`config.mk`:
```
export PLATFORM = sky130hd
export DESIGN_NAME = uart_buffered_fifo_pair_flat
export DESIGN_NICKNAME = d
export VERILOG_FILES = /design/src/design/ubfp_pkg.sv /design/src/design/ubfp_if.sv /design/src/design/ubfp_ring.sv /design/src/design/uart_buffered_fifo_pair.sv /design/src/flat_wrapper.sv
export SDC_FILE = /design/constraint.sdc
export NUM_CORES = 1
export LEC_CHECK = 0
export ABC_AREA = 1
export BUFFER_PORTS_ARGS = -buffer_cell sky130_fd_sc_hd__buf_2
export CORE_ASPECT_RATIO = 1.4
export CORE_MARGIN = 8
export CORE_UTILIZATION = 60
export CTS_CLUSTER_SIZE = 14
export DETAILED_ROUTE_END_ITERATION = 8
export PLACE_DENSITY = 0.76
export SKIP_LAST_GASP = 1
export SLEW_MARGIN = 20
export SYNTH_ARGS = -nofsm -noshare
export SYNTH_HDL_FRONTEND = slang
export SYNTH_SLANG_ARGS = --single-unit
```
`constraint.sdc`:
```
create_clock -name clk -period 6.4 [get_ports clk]
set_input_delay 0.64 -clock clk [delete_from_list [all_inputs] [get_ports clk]]
set_output_delay 0.64 -clock clk [all_outputs]
set_load 0.05 [all_outputs]
```
`src/design/ubfp_pkg.sv`:
```
// Package for the buffered UART ring pair: widths, operation and status codes,
// register indexes, word mask and word-length check. No dependencies.
`default_nettype none

package ubfp_pkg;

  localparam int WORD_W         = 9;
  localparam int OP_W           = 3;
  localparam int STATUS_W       = 2;
  localparam int CNT_OUT_W      = 6;
  localparam int DATA_BITS_W    = 4;
  localparam int PARITY_W       = 2;
  localparam int CFG_IDX_W      = 2;
  localparam int CFG_DATA_W     = 4;
  localparam int RING_DEPTH_DEF = 64;

  // operation codes
  localparam logic [OP_W-1:0] OP_RX_WORD  = 3'd0;
  localparam logic [OP_W-1:0] OP_WRITE    = 3'd1;
  localparam logic [OP_W-1:0] OP_READ     = 3'd2;
  localparam logic [OP_W-1:0] OP_PEEK     = 3'd3;
  localparam logic [OP_W-1:0] OP_TX_READY = 3'd4;
  localparam logic [OP_W-1:0] OP_TX_DONE  = 3'd5;

  // status codes
  localparam logic [STATUS_W-1:0] ST_OK     = 2'd0;
  localparam logic [STATUS_W-1:0] ST_EMPTY  = 2'd1;
  localparam logic [STATUS_W-1:0] ST_FULL   = 2'd2;
  localparam logic [STATUS_W-1:0] ST_RX_OFF = 2'd3;

  // register indexes
  localparam logic [CFG_IDX_W-1:0] CFG_DATA_BITS   = 2'd0;
  localparam logic [CFG_IDX_W-1:0] CFG_PARITY_MODE = 2'd1;
  localparam logic [CFG_IDX_W-1:0] CFG_HALF_DUPLEX = 2'd2;
  localparam logic [CFG_IDX_W-1:0] CFG_NO_ECHO     = 2'd3;

  localparam logic [DATA_BITS_W-1:0] DATA_BITS_7   = 4'd7;
  localparam logic [DATA_BITS_W-1:0] DATA_BITS_8   = 4'd8;
  localparam logic [DATA_BITS_W-1:0] DATA_BITS_9   = 4'd9;
  localparam logic [PARITY_W-1:0]    PARITY_NONE   = 2'd0;

  // request into one ring
  typedef struct packed {
    logic              push;
    logic              rd;
    logic              pop;
    logic [WORD_W-1:0] word;
  } ubfp_ring_req_t;

  // ring occupancy flags
  typedef struct packed {
    logic empty;
    logic full;
  } ubfp_ring_flags_t;

  function automatic logic [WORD_W-1:0] word_mask(input logic [DATA_BITS_W-1:0] db);
    logic [WORD_W-1:0] m;
    begin
      unique case (db)
        DATA_BITS_7: m = 9'h07F;
        DATA_BITS_8: m = 9'h0FF;
        DATA_BITS_9: m = 9'h1FF;
        default:     m = '0;
      endcase
      return m;
    end
  endfunction

  // data bits plus an optional parity bit must give 8 or 9
  function automatic logic config_valid(input logic [DATA_BITS_W-1:0] db,
                                        input logic [PARITY_W-1:0]    par);
    logic in_range;
    begin
      in_range = (db == DATA_BITS_7) || (db == DATA_BITS_8) || (db == DATA_BITS_9);
      if (par == PARITY_NONE) begin
        return in_range && (db != DATA_BITS_7);
      end else begin
        return in_range && (db != DATA_BITS_9);
      end
    end
  endfunction

endpackage

`default_nettype wire

```
`src/design/ubfp_if.sv`:
```
// Channel interfaces for the buffered UART ring pair: command in, result out.
// Depends on ubfp_pkg.
`default_nettype none

interface ubfp_in_if import ubfp_pkg::*; ();
  logic              valid;
  logic              ready;
  logic [OP_W-1:0]   operation;
  logic [WORD_W-1:0] word;

  modport source (output valid, output operation, output word, input ready);
  modport sink   (input valid, input operation, input word, output ready);
endinterface

interface ubfp_out_if import ubfp_pkg::*; ();
  logic                 valid;
  logic                 ready;
  logic [WORD_W-1:0]    out_word;
  logic                 out_valid;
  logic [STATUS_W-1:0]  status;
  logic [CNT_OUT_W-1:0] rx_count;
  logic [CNT_OUT_W-1:0] tx_free;
  logic                 line_tx_enabled;
  logic                 line_rx_enabled;
  logic                 config_ok;

  modport source (output valid, output out_word, output out_valid, output status,
                  output rx_count, output tx_free, output line_tx_enabled,
                  output line_rx_enabled, output config_ok, input ready);
  modport sink   (input valid, input out_word, input out_valid, input status,
                  input rx_count, input tx_free, input line_tx_enabled,
                  input line_rx_enabled, input config_ok, output ready);
endinterface

`default_nettype wire

```
`src/design/ubfp_ring.sv`:
```
// One ring buffer: word memory with registered read, head and tail pointers.
// Depends on ubfp_pkg.
`default_nettype none

module ubfp_ring import ubfp_pkg::*; #(
  parameter int RING_DEPTH = RING_DEPTH_DEF,
  localparam int PTR_W     = $clog2(RING_DEPTH)
) (
  input  wire logic             clk,
  input  wire logic             rst_n,
  input  wire ubfp_ring_req_t   req,
  output ubfp_ring_flags_t      flags,
  output logic [PTR_W-1:0]      count,
  output logic [WORD_W-1:0]     rdata_r
);

  logic [WORD_W-1:0] ring_mem [RING_DEPTH];
  logic [PTR_W-1:0]  head_r, tail_r, head_nxt, tail_nxt, head_inc, tail_inc;
  logic [PTR_W:0]    diff;

  assign head_inc = (head_r == PTR_W'(RING_DEPTH - 1)) ? '0 : head_r + 1'b1;
  assign tail_inc = (tail_r == PTR_W'(RING_DEPTH - 1)) ? '0 : tail_r + 1'b1;

  assign flags.empty = (head_r == tail_r);
  assign flags.full  = (head_inc == tail_r);

  // occupancy modulo depth
  assign diff  = (head_r >= tail_r) ? ({1'b0, head_r} - {1'b0, tail_r})
               : ({1'b0, head_r} + (PTR_W+1)'(RING_DEPTH) - {1'b0, tail_r});
  assign count = diff[PTR_W-1:0];

  assign head_nxt = req.push ? head_inc : head_r;
  assign tail_nxt = req.pop  ? tail_inc : tail_r;

  always_ff @(posedge clk) begin
    if (!rst_n) begin
      head_r <= '0;
      tail_r <= '0;
    end else begin
      head_r <= head_nxt;
      tail_r <= tail_nxt;
    end
  end

  always_ff @(posedge clk) begin
    if (req.push) begin
      ring_mem[head_r] <= req.word;
    end
    if (req.rd) begin
      rdata_r <= ring_mem[tail_r];
    end
  end

`ifndef ASSERT_OFF
  a_no_push_full: assert property (@(posedge clk) disable iff (!rst_n)
    req.push |-> !flags.full) else $error("ring push while full");
  a_no_rd_empty: assert property (@(posedge clk) disable iff (!rst_n)
    req.rd |-> !flags.empty) else $error("ring read while empty");
  a_pop_count: assert property (@(posedge clk) disable iff (!rst_n)
    (req.pop && !req.push) |=> (count == $past(count) - 1'b1))
    else $error("ring count did not drop on pop");
`endif

endmodule

`default_nettype wire

```
`src/design/uart_buffered_fifo_pair.sv`:
```
// Buffered UART front end: receive ring, transmit ring, line direction control.
// A result follows its accepted command transaction through stage 1 (ring read stage)
// and then the output register, and stays there until the result transaction completes.
// Throughput: one transaction per cycle while the result side keeps up; a stalled
// result holds the command channel once stage 1 and the output register are full.
// Reset (synchronous, rst_n low): pointers zero, line tx and rx on, not armed, 8 data bits, no parity, full duplex.
`default_nettype none

module uart_buffered_fifo_pair import ubfp_pkg::*; #(
  parameter int RING_DEPTH = RING_DEPTH_DEF
) (
  input  wire logic                  clk,
  input  wire logic                  rst_n,
  ubfp_in_if.sink                    in_ch,
  ubfp_out_if.source                 out_ch,
  input  wire logic                  cfg_we,
  input  wire logic [CFG_IDX_W-1:0]  cfg_index,
  input  wire logic [CFG_DATA_W-1:0] cfg_data
);

  localparam int PTR_W = $clog2(RING_DEPTH);
  // counts are widened to at least the result width before trimming
  localparam int CW    = (PTR_W > CNT_OUT_W) ? PTR_W : CNT_OUT_W;

  // configuration
  logic [DATA_BITS_W-1:0] data_bits_r;
  logic [PARITY_W-1:0]    parity_mode_r;
  logic                   half_duplex_r;
  logic                   no_echo_r;

  always_ff @(posedge clk) begin
    if (!rst_n) begin
      data_bits_r   <= DATA_BITS_8;
      parity_mode_r <= PARITY_NONE;
      half_duplex_r <= 1'b0;
      no_echo_r     <= 1'b0;
    end else if (cfg_we) begin
      unique case (cfg_index)
        CFG_DATA_BITS:   data_bits_r   <= cfg_data;
        CFG_PARITY_MODE: parity_mode_r <= cfg_data[PARITY_W-1:0];
        CFG_HALF_DUPLEX: half_duplex_r <= cfg_data[0];
        CFG_NO_ECHO:     no_echo_r     <= cfg_data[0];
      endcase
    end
  end

  logic noecho;
  assign noecho = half_duplex_r && no_echo_r;

  // pipeline control: stage 1 holds the decoded transaction while ring reads land
  logic                s1_v_r, s1_ovalid_r, s1_from_tx_r;
  logic [STATUS_W-1:0] s1_status_r;
  logic                out_v_r;
  logic                s1_adv, accept;

  assign s1_adv      = s1_v_r && (!out_v_r || out_ch.ready);
  assign in_ch.ready = !s1_v_r || s1_adv;
  assign accept      = in_ch.valid && in_ch.ready;

  // rings
  ubfp_ring_req_t   rx_req, tx_req;
  ubfp_ring_flags_t rx_flags, tx_flags;
  logic [PTR_W-1:0] rx_count, tx_count;
  logic [WORD_W-1:0] rx_rdata, tx_rdata;
  logic [WORD_W-1:0] masked_word;

  logic tx_on_r, rx_on_r, armed_r;
  logic tx_on_nxt, rx_on_nxt, armed_nxt;
  logic [STATUS_W-1:0] status_nxt;
  logic                ovalid_nxt, from_tx_nxt;

  assign masked_word = in_ch.word & word_mask(data_bits_r);

  // decode one command: ring requests, status and line direction
  always_comb begin
    rx_req      = '{push: 1'b0, rd: 1'b0, pop: 1'b0, word: masked_word};
    tx_req      = '{push: 1'b0, rd: 1'b0, pop: 1'b0, word: masked_word};
    status_nxt  = ST_OK;
    ovalid_nxt  = 1'b0;
    from_tx_nxt = 1'b0;
    tx_on_nxt   = tx_on_r;
    rx_on_nxt   = rx_on_r;
    armed_nxt   = armed_r;
    if (accept) begin
      unique case (in_ch.operation)
        OP_RX_WORD: begin
          if (!rx_on_r) begin
            status_nxt = ST_RX_OFF;
          end else if (rx_flags.full) begin
            status_nxt = ST_FULL;
          end else begin
            rx_req.push = 1'b1;
          end
        end
        OP_WRITE: begin
          if (tx_flags.full) begin
            status_nxt = ST_FULL;
          end else begin
            tx_req.push = 1'b1;
          end
        end
        OP_READ, OP_PEEK: begin
          if (rx_flags.empty) begin
            status_nxt = ST_EMPTY;
          end else begin
            rx_req.rd  = 1'b1;
            rx_req.pop = (in_ch.operation == OP_READ);
            ovalid_nxt = 1'b1;
          end
        end
        OP_TX_READY: begin
          from_tx_nxt = 1'b1;
          if (tx_flags.empty) begin
            status_nxt = ST_EMPTY;
            // queue ran dry: next completion hands the line back to receive
            if (noecho) begin
              armed_nxt = 1'b1;
            end
          end else begin
            if (noecho) begin
              tx_on_nxt = 1'b1;
              rx_on_nxt = 1'b0;
            end
            tx_req.rd  = 1'b1;
            tx_req.pop = 1'b1;
            ovalid_nxt = 1'b1;
          end
        end
        OP_TX_DONE: begin
          if (armed_r && noecho) begin
            armed_nxt = 1'b0;
            tx_on_nxt = 1'b0;
            rx_on_nxt = 1'b1;
          end
        end
        default: begin
          // unused codes change nothing
        end
      endcase
    end
  end

  ubfp_ring #(.RING_DEPTH(RING_DEPTH)) u_rx_ring (
    .clk     (clk),
    .rst_n   (rst_n),
    .req     (rx_req),
    .flags   (rx_flags),
    .count   (rx_count),
    .rdata_r (rx_rdata)
  );

  ubfp_ring #(.RING_DEPTH(RING_DEPTH)) u_tx_ring (
    .clk     (clk),
    .rst_n   (rst_n),
    .req     (tx_req),
    .flags   (tx_flags),
    .count   (tx_count),
    .rdata_r (tx_rdata)
  );

  always_ff @(posedge clk) begin
    if (!rst_n) begin
      tx_on_r <= 1'b1;
      rx_on_r <= 1'b1;
      armed_r <= 1'b0;
    end else begin
      tx_on_r <= tx_on_nxt;
      rx_on_r <= rx_on_nxt;
      armed_r <= armed_nxt;
    end
  end

  always_ff @(posedge clk) begin
    if (!rst_n) begin
      s1_v_r <= 1'b0;
    end else if (accept) begin
      s1_v_r <= 1'b1;
    end else if (s1_adv) begin
      s1_v_r <= 1'b0;
    end
  end

  always_ff @(posedge clk) begin
    if (accept) begin
      s1_ovalid_r  <= ovalid_nxt;
      s1_status_r  <= status_nxt;
      s1_from_tx_r <= from_tx_nxt;
    end
  end

  // Stage 1 leaves only at an edge before any later transaction updates state,
  // so pointers and line state seen here are exactly those after its step.
  logic [CW-1:0]     rx_cnt_ext, tx_free_ext;
  logic [WORD_W-1:0] word_sel;

  assign rx_cnt_ext  = CW'(rx_count);
  assign tx_free_ext = CW'(RING_DEPTH - 1) - CW'(tx_count);
  assign word_sel    = !s1_ovalid_r ? '0 : (s1_from_tx_r ? tx_rdata : rx_rdata);

  // output register
  always_ff @(posedge clk) begin
    if (!rst_n) begin
      out_v_r <= 1'b0;
    end else if (s1_adv) begin
      out_v_r <= 1'b1;
    end else if (out_ch.ready) begin
      out_v_r <= 1'b0;
    end
  end

  always_ff @(posedge clk) begin
    if (s1_adv) begin
      out_ch.out_word        <= word_sel;
      out_ch.out_valid       <= s1_ovalid_r;
      out_ch.status          <= s1_status_r;
      out_ch.rx_count        <= rx_cnt_ext[CNT_OUT_W-1:0];
      out_ch.tx_free         <= tx_free_ext[CNT_OUT_W-1:0];
      out_ch.line_tx_enabled <= tx_on_r;
      out_ch.line_rx_enabled <= rx_on_r;
      out_ch.config_ok       <= config_valid(data_bits_r, parity_mode_r);
    end
  end

  assign out_ch.valid = out_v_r;

`ifndef ASSERT_OFF
  a_hold_when_stalled: assert property (@(posedge clk) disable iff (!rst_n)
    (s1_v_r && out_v_r && !out_ch.ready) |-> !in_ch.ready)
    else $error("command taken while a result is stuck");
  a_line_never_dead: assert property (@(posedge clk) disable iff (!rst_n)
    tx_on_r || rx_on_r) else $error("line has neither direction enabled");
  a_empty_no_word: assert property (@(posedge clk) disable iff (!rst_n)
    (s1_v_r && (s1_status_r == ST_EMPTY)) |-> !s1_ovalid_r)
    else $error("empty status with a word");
  a_rx_off_only_noecho: assert property (@(posedge clk) disable iff (!rst_n)
    $fell(rx_on_r) |-> $past(noecho))
    else $error("receiver turned off outside no-echo mode");
`endif

endmodule

`default_nettype wire
```
`src/flat_wrapper.sv`:
```
// flat-port wrapper written by rule: the top's interface ports become plain ports
module uart_buffered_fifo_pair_flat import ubfp_pkg::*;
#(
  parameter int RING_DEPTH = RING_DEPTH_DEF
)
  (clk, rst_n, cfg_we, cfg_index, cfg_data, in_ch_valid, in_ch_operation, in_ch_word, in_ch_ready, out_ch_valid, out_ch_out_word, out_ch_out_valid, out_ch_status, out_ch_rx_count, out_ch_tx_free, out_ch_line_tx_enabled, out_ch_line_rx_enabled, out_ch_config_ok, out_ch_ready);
  ubfp_in_if in_ch_i ();
  ubfp_out_if out_ch_i ();
  input  wire logic clk;
  input  wire logic rst_n;
  input  wire logic cfg_we;
  input  wire logic [CFG_IDX_W-1:0] cfg_index;
  input  wire logic [CFG_DATA_W-1:0] cfg_data;
  input wire logic [$bits(in_ch_i.valid)-1:0] in_ch_valid;
  input wire logic [$bits(in_ch_i.operation)-1:0] in_ch_operation;
  input wire logic [$bits(in_ch_i.word)-1:0] in_ch_word;
  output wire logic [$bits(in_ch_i.ready)-1:0] in_ch_ready;
  output wire logic [$bits(out_ch_i.valid)-1:0] out_ch_valid;
  output wire logic [$bits(out_ch_i.out_word)-1:0] out_ch_out_word;
  output wire logic [$bits(out_ch_i.out_valid)-1:0] out_ch_out_valid;
  output wire logic [$bits(out_ch_i.status)-1:0] out_ch_status;
  output wire logic [$bits(out_ch_i.rx_count)-1:0] out_ch_rx_count;
  output wire logic [$bits(out_ch_i.tx_free)-1:0] out_ch_tx_free;
  output wire logic [$bits(out_ch_i.line_tx_enabled)-1:0] out_ch_line_tx_enabled;
  output wire logic [$bits(out_ch_i.line_rx_enabled)-1:0] out_ch_line_rx_enabled;
  output wire logic [$bits(out_ch_i.config_ok)-1:0] out_ch_config_ok;
  input wire logic [$bits(out_ch_i.ready)-1:0] out_ch_ready;
  assign in_ch_i.valid = in_ch_valid;
  assign in_ch_i.operation = in_ch_operation;
  assign in_ch_i.word = in_ch_word;
  assign in_ch_ready = in_ch_i.ready;
  assign out_ch_valid = out_ch_i.valid;
  assign out_ch_out_word = out_ch_i.out_word;
  assign out_ch_out_valid = out_ch_i.out_valid;
  assign out_ch_status = out_ch_i.status;
  assign out_ch_rx_count = out_ch_i.rx_count;
  assign out_ch_tx_free = out_ch_i.tx_free;
  assign out_ch_line_tx_enabled = out_ch_i.line_tx_enabled;
  assign out_ch_line_rx_enabled = out_ch_i.line_rx_enabled;
  assign out_ch_config_ok = out_ch_i.config_ok;
  assign out_ch_i.ready = out_ch_ready;
  uart_buffered_fifo_pair #(.RING_DEPTH(RING_DEPTH)) u_core (.clk(clk), .rst_n(rst_n), .in_ch(in_ch_i), .out_ch(out_ch_i), .cfg_we(cfg_we), .cfg_index(cfg_index), .cfg_data(cfg_data));
endmodule
```
==> flow_results.org <==
** Global routing
- Maximum number of pins on one net before global-route repair :: between 200 and 250
- Total grt overflow :: 0
- The first global-routing pass estimated 192 mm of wire.
- The initial antenna violation count was 1.
- Grt peak-use layer :: met2
- In the global route stage, met3 resource usage came out at 0.0377.
- Global-route met2 utilization :: 0.472
- Across every metal layer, demand over resource in global routing totals 0.276.
- For met1 alone, demand over resource in global routing was 0.333.
- Number of global-route vias before repair :: roughly 31000

** CTS
- Number of clock sinks seen by CTS :: between 1000 and 1500
- At the later pin of the worst-skew pair, clock insertion delay measures roughly 700 ps.
- Clock transition at the registers of the reported paths :: around 60 ps
- The cell sitting at the root of the clock tree is a sky130_fd_sc_hd__clkbuf_16.
- TritonCTS built the clock tree.
- H-tree levels :: 3
- Buffers inserted by post-CTS timing repair :: 0
- Once the clock tree was built, the resizer swapped 0 gates to a different size.
- Hold repair after CTS inserted 0 buffers.
- Clock tree synthesis inserted a total of between 100 and 150 buffers.
- No sink is reached through more buffers than the 3 on the longest clock path.

** Synthesis
- Yosys top cell by area :: sky130_fd_sc_hd__edfxtp_1
- Synthesized area :: 49800 um2
- Synth Register Bits :: 1238
- Ranked by instance count, the synthesized netlist is headed by 1201 x sky130_fd_sc_hd__edfxtp_1, 926 x sky130_fd_sc_hd__nor2_1, 637 x sky130_fd_sc_hd__o21ai_0.
- The netlist uses 36 different library cells.
- Top cells by area in the synthesized netlist :: sky130_fd_sc_hd__edfxtp_1 72%, sky130_fd_sc_hd__nor2_1 7.0%, sky130_fd_sc_hd__o21ai_0 6.4%
- Top cell type's share of synthesized area :: 0.725
- Synthesized instance count :: between 4000 and 5000
- Counting flops with an async set or reset pin after synthesis yields a share of 0.
- Mean cell area of the mapped netlist :: between 10 and 15 um2
- Sequential area share after synthesis :: 0.739
- Among all flip-flop cells after synthesis, the most frequent one is sky130_fd_sc_hd__edfxtp_1.
- Number of enable flip-flop cells after synthesis :: 1201
- Most common cell in the synthesized netlist :: sky130_fd_sc_hd__edfxtp_1
- The number of nets handed over by synthesis was slightly above 4000.
- Synth warnings :: 0

** Timing
- Adding up every negative setup slack in the final design gives 0 ps.
- Headroom to the max-slew limit :: 0.174
- Total count of hold-check failures in the final report :: 0
- After layout, the minimum clock period comes to approximately 3800 ps.
- At the pin with the least slew margin, the transition time is roughly 1200 ps.
- Between clock sinks in the finished design, the worst skew comes to 32.2 ps.
- The max-slew violation total from the final report is 0.
- Setup violations remaining at the end of the flow were counted as 0.
- Setup repair after global routing left no endpoint under its margin.
- Share of the clock period used by the worst path :: 0.587
- Achievable clock frequency :: approximately 0.27 GHz
- Hold timing on the final database bottoms out at a slack of around 160 ps.

** Placed design
- Total cell area at the placement stage :: about 51000 um2
- Buffers placed on the I/O ports in this run total roughly 50.
- Detailed placement ended at an HPWL of 76.9 mm.
- The congestion estimate from routability-driven global placement came to about 0.93.

** Route
- Using the TritonRoute via totals, the vias-per-cell ratio works out to 6.34.
- The count of nets left with antenna violations once routing finished came out at 0.
- Detailed-route via count :: around 33000
- DRC viols :: 0
- After detailed routing, the average wire length per cell comes to about 25 um.
- For this block, the initial DRC count from the detailed router was between 4000 and 5000.
- Total detailed-routing wirelength :: about 130 mm
- The pre-antenna-repair detailed-routing pass consisted of 6 iterations.

** Setup path
- STA classifies the critical path startpoint as a register.
- Of all nets on the critical path, the largest fanout is just under 60.
- Type of the worst setup path :: reg2reg
- The worst setup path is captured at a register.
- For the worst setup path, the data required time is 6720 ps.
- For the worst setup path, the data arrival time is just over 4000 ps.

** Pwr
- The internal portion of the total power is around 13 mW.
- Of the total power, the share spent switching nets is 0.215.
- Power Dens Cells :: roughly 300 nW/um2
- Tot Pwr :: 15.9 mW
- Static Leak :: about 18 nW
- Clk network pwr share :: 0.389
- Worst ir drop on vdd :: 238 uV
- Portion of total power attributed to sequential cells :: 0.568
- Combinational power share :: 0.043
- The analysis attributes to net switching a power of 3.42 mW.

** Floorplan
- Die Footprint :: 92600 um2
- Pin placement for this block handled 52 I/O pins.
- Die height :: ~360 um
- The floorplan step defined a core boundary enclosing 82600 um2.
- From left edge to right edge, the die measures ~260 um.
- For this configuration, the core starts out at a cell density of 0.603.
- After floorplanning, the core was divided into roughly 130 placement rows.

** Cells and area
- Filler Cells Inserted :: 5820
- Relative to the synthesized area, the layout overhead comes to 8.93%.
- Register Area :: approximately 37000 um2
- Summing all non-filler instances in the final layout gives an area of 54200 um2.
- At the end of the flow the core is filled with cells to 0.657.
- In the final layout, the multi-input gates occupy roughly 12000 um2.
- In the final layout, the share of cells above drive strength 1 is 0.0703.
- Number of nets in the finished design :: ~4000

** Run status
- Outcome :: completed

** Hold path
- Min-delay worst type :: in2reg

** Flow run
- Max-cap violations in this run came to 0.
==> power groups by stage <==
stage / Clock, mW / Combinational (mW) / Sequential [mW]
detailed placement: 0 / 0.673 / 9.22
global placement: 0 / 0.661 / 9.21
global route: 6.52 / 0.724 / 9.04
floorplan: 0 / 0.340 / 9.25
finish: 6.20 / 0.683 / 9.04
CTS: 6.21 / 0.677 / 9.04
==> path summary, 6_finish.rpt <==
| check | start | to | slack [ps] | cells after the start |
|---|---|---|---|---|
| worst min register to register | u_core.tx_on_r$_SDFFE_PN1P_ | u_core.out_ch.line_tx_enabled$_DFFE_PP_ | 440 | 0 |
| worst min-delay path | cfg_data[3] | u_core.data_bits_r[3]$_SDFFE_PN1P_ | 160 | 3 |
| worst max-delay path | u_core.u_rx_ring.tail_r[1]$_SDFFE_PN0P_ | u_core.u_rx_ring.rdata_r[0]$_DFFE_PP_ | 2640 | 7 |
| worst max register to register | u_core.u_rx_ring.tail_r[1]$_SDFFE_PN0P_ | u_core.u_rx_ring.rdata_r[0]$_DFFE_PP_ | 2640 | 7 |
==> logic make-up (layout without fill, tap and decap cells) <==
| family | after synthesis | count (layout) | share of synthesized area |
|---|---|---|---|
| adders and majority gates | 16 | 16 | 0.00432 |
| and+or+nand+nor | 1447 | 1447 | 0.118 |
| buffers and inverters | 341 | 378 | 0.0271 |
| AOI/OAI and AO/OA | 977 | 977 | 0.109 |
| xor gates and xnor gates | 12 | 12 | 0.00211 |
| DFF | 1238 | 1238 | 0.739 |
| other | 0 | 2 | 0 |
==> state kept, by name, summed over array words and instances (netlist names), 4 cells and up <==
name / flops
u_core.u_tx_ring.head_r: 6
u_core.data_bits_r: 4
u_core.u_rx_ring.ring_mem: 576
u_core.u_tx_ring.ring_mem: 576
u_core.u_rx_ring.rdata_r: 9
u_core.u_tx_ring.rdata_r: 9
u_core.u_rx_ring.head_r: 6
u_core.u_tx_ring.tail_r: 6
u_core.u_rx_ring.tail_r: 6
u_core.out_ch.out_word: 9
u_core.out_ch.tx_free: 6
u_core.out_ch.rx_count: 6
==> layout by cell type (no fill, tap or decap), drive strengths merged <==
cell type / count
edfxtp: 1201
nor2: 930
o21ai: 638
nand2: 283
nand3: 173
clkbuf: 149
o22ai: 148
o211ai: 130
buf: 93
inv: 86
a21oi: 48
clkinv: 44
nand4: 43
dfxtp: 37
nor3: 16
ha: 14
o221ai: 9
xor2: 7
xnor2: 5
bufinv: 3
clkinvlp: 3
diode: 2
fa: 2
nand2b: 1
a31oi: 1
o21a: 1
nor3b: 1
o21bai: 1
a311oi: 1
==> through the flow <==
step                std cells  setup slack (ps)
floorplan                4031              1940
global placement         4951              2550
detailed placement       4951              2440
CTS                      5146              2440
global route             5147              2440
finish                   5149              2640
==> worst max-delay path, stage by stage (launching register included) <==
cell and delay [ps]:
sky130_fd_sc_hd__dfxtp_4 520, sky130_fd_sc_hd__buf_12 280, sky130_fd_sc_hd__inv_2 510, sky130_fd_sc_hd__buf_4 550
sky130_fd_sc_hd__ha_1 340, sky130_fd_sc_hd__nand4_1 220, sky130_fd_sc_hd__nand3_1 130, sky130_fd_sc_hd__nor2_1 760
==> final cells by class <==
| type | instances | share of cell area |
|---|---|---|
| Sequential cell | 1238 | 0.679 |
| Tap cell | 1079 | 0.0249 |
| Inverter | 90 | 0.00658 |
| Clock inverter | 46 | 0.00561 |
| Antenna cell | 2 | 0.0000923 |
| Timing Repair Buffer | 93 | 0.0119 |
| Multi-Input combinational cell | 2452 | 0.217 |
| Clock buffer | 149 | 0.0550 |
==> per-layer routing <==
layer | share of wire | vias up
met5 | 0 | -
met4 | 0.062 | 0
met3 | 0.080 | 415
met2 | 0.51 | 1921
met1 | 0.35 | 15700
li1 | - | 14600
No activity file was read; power rests on OpenSTA's default activity.
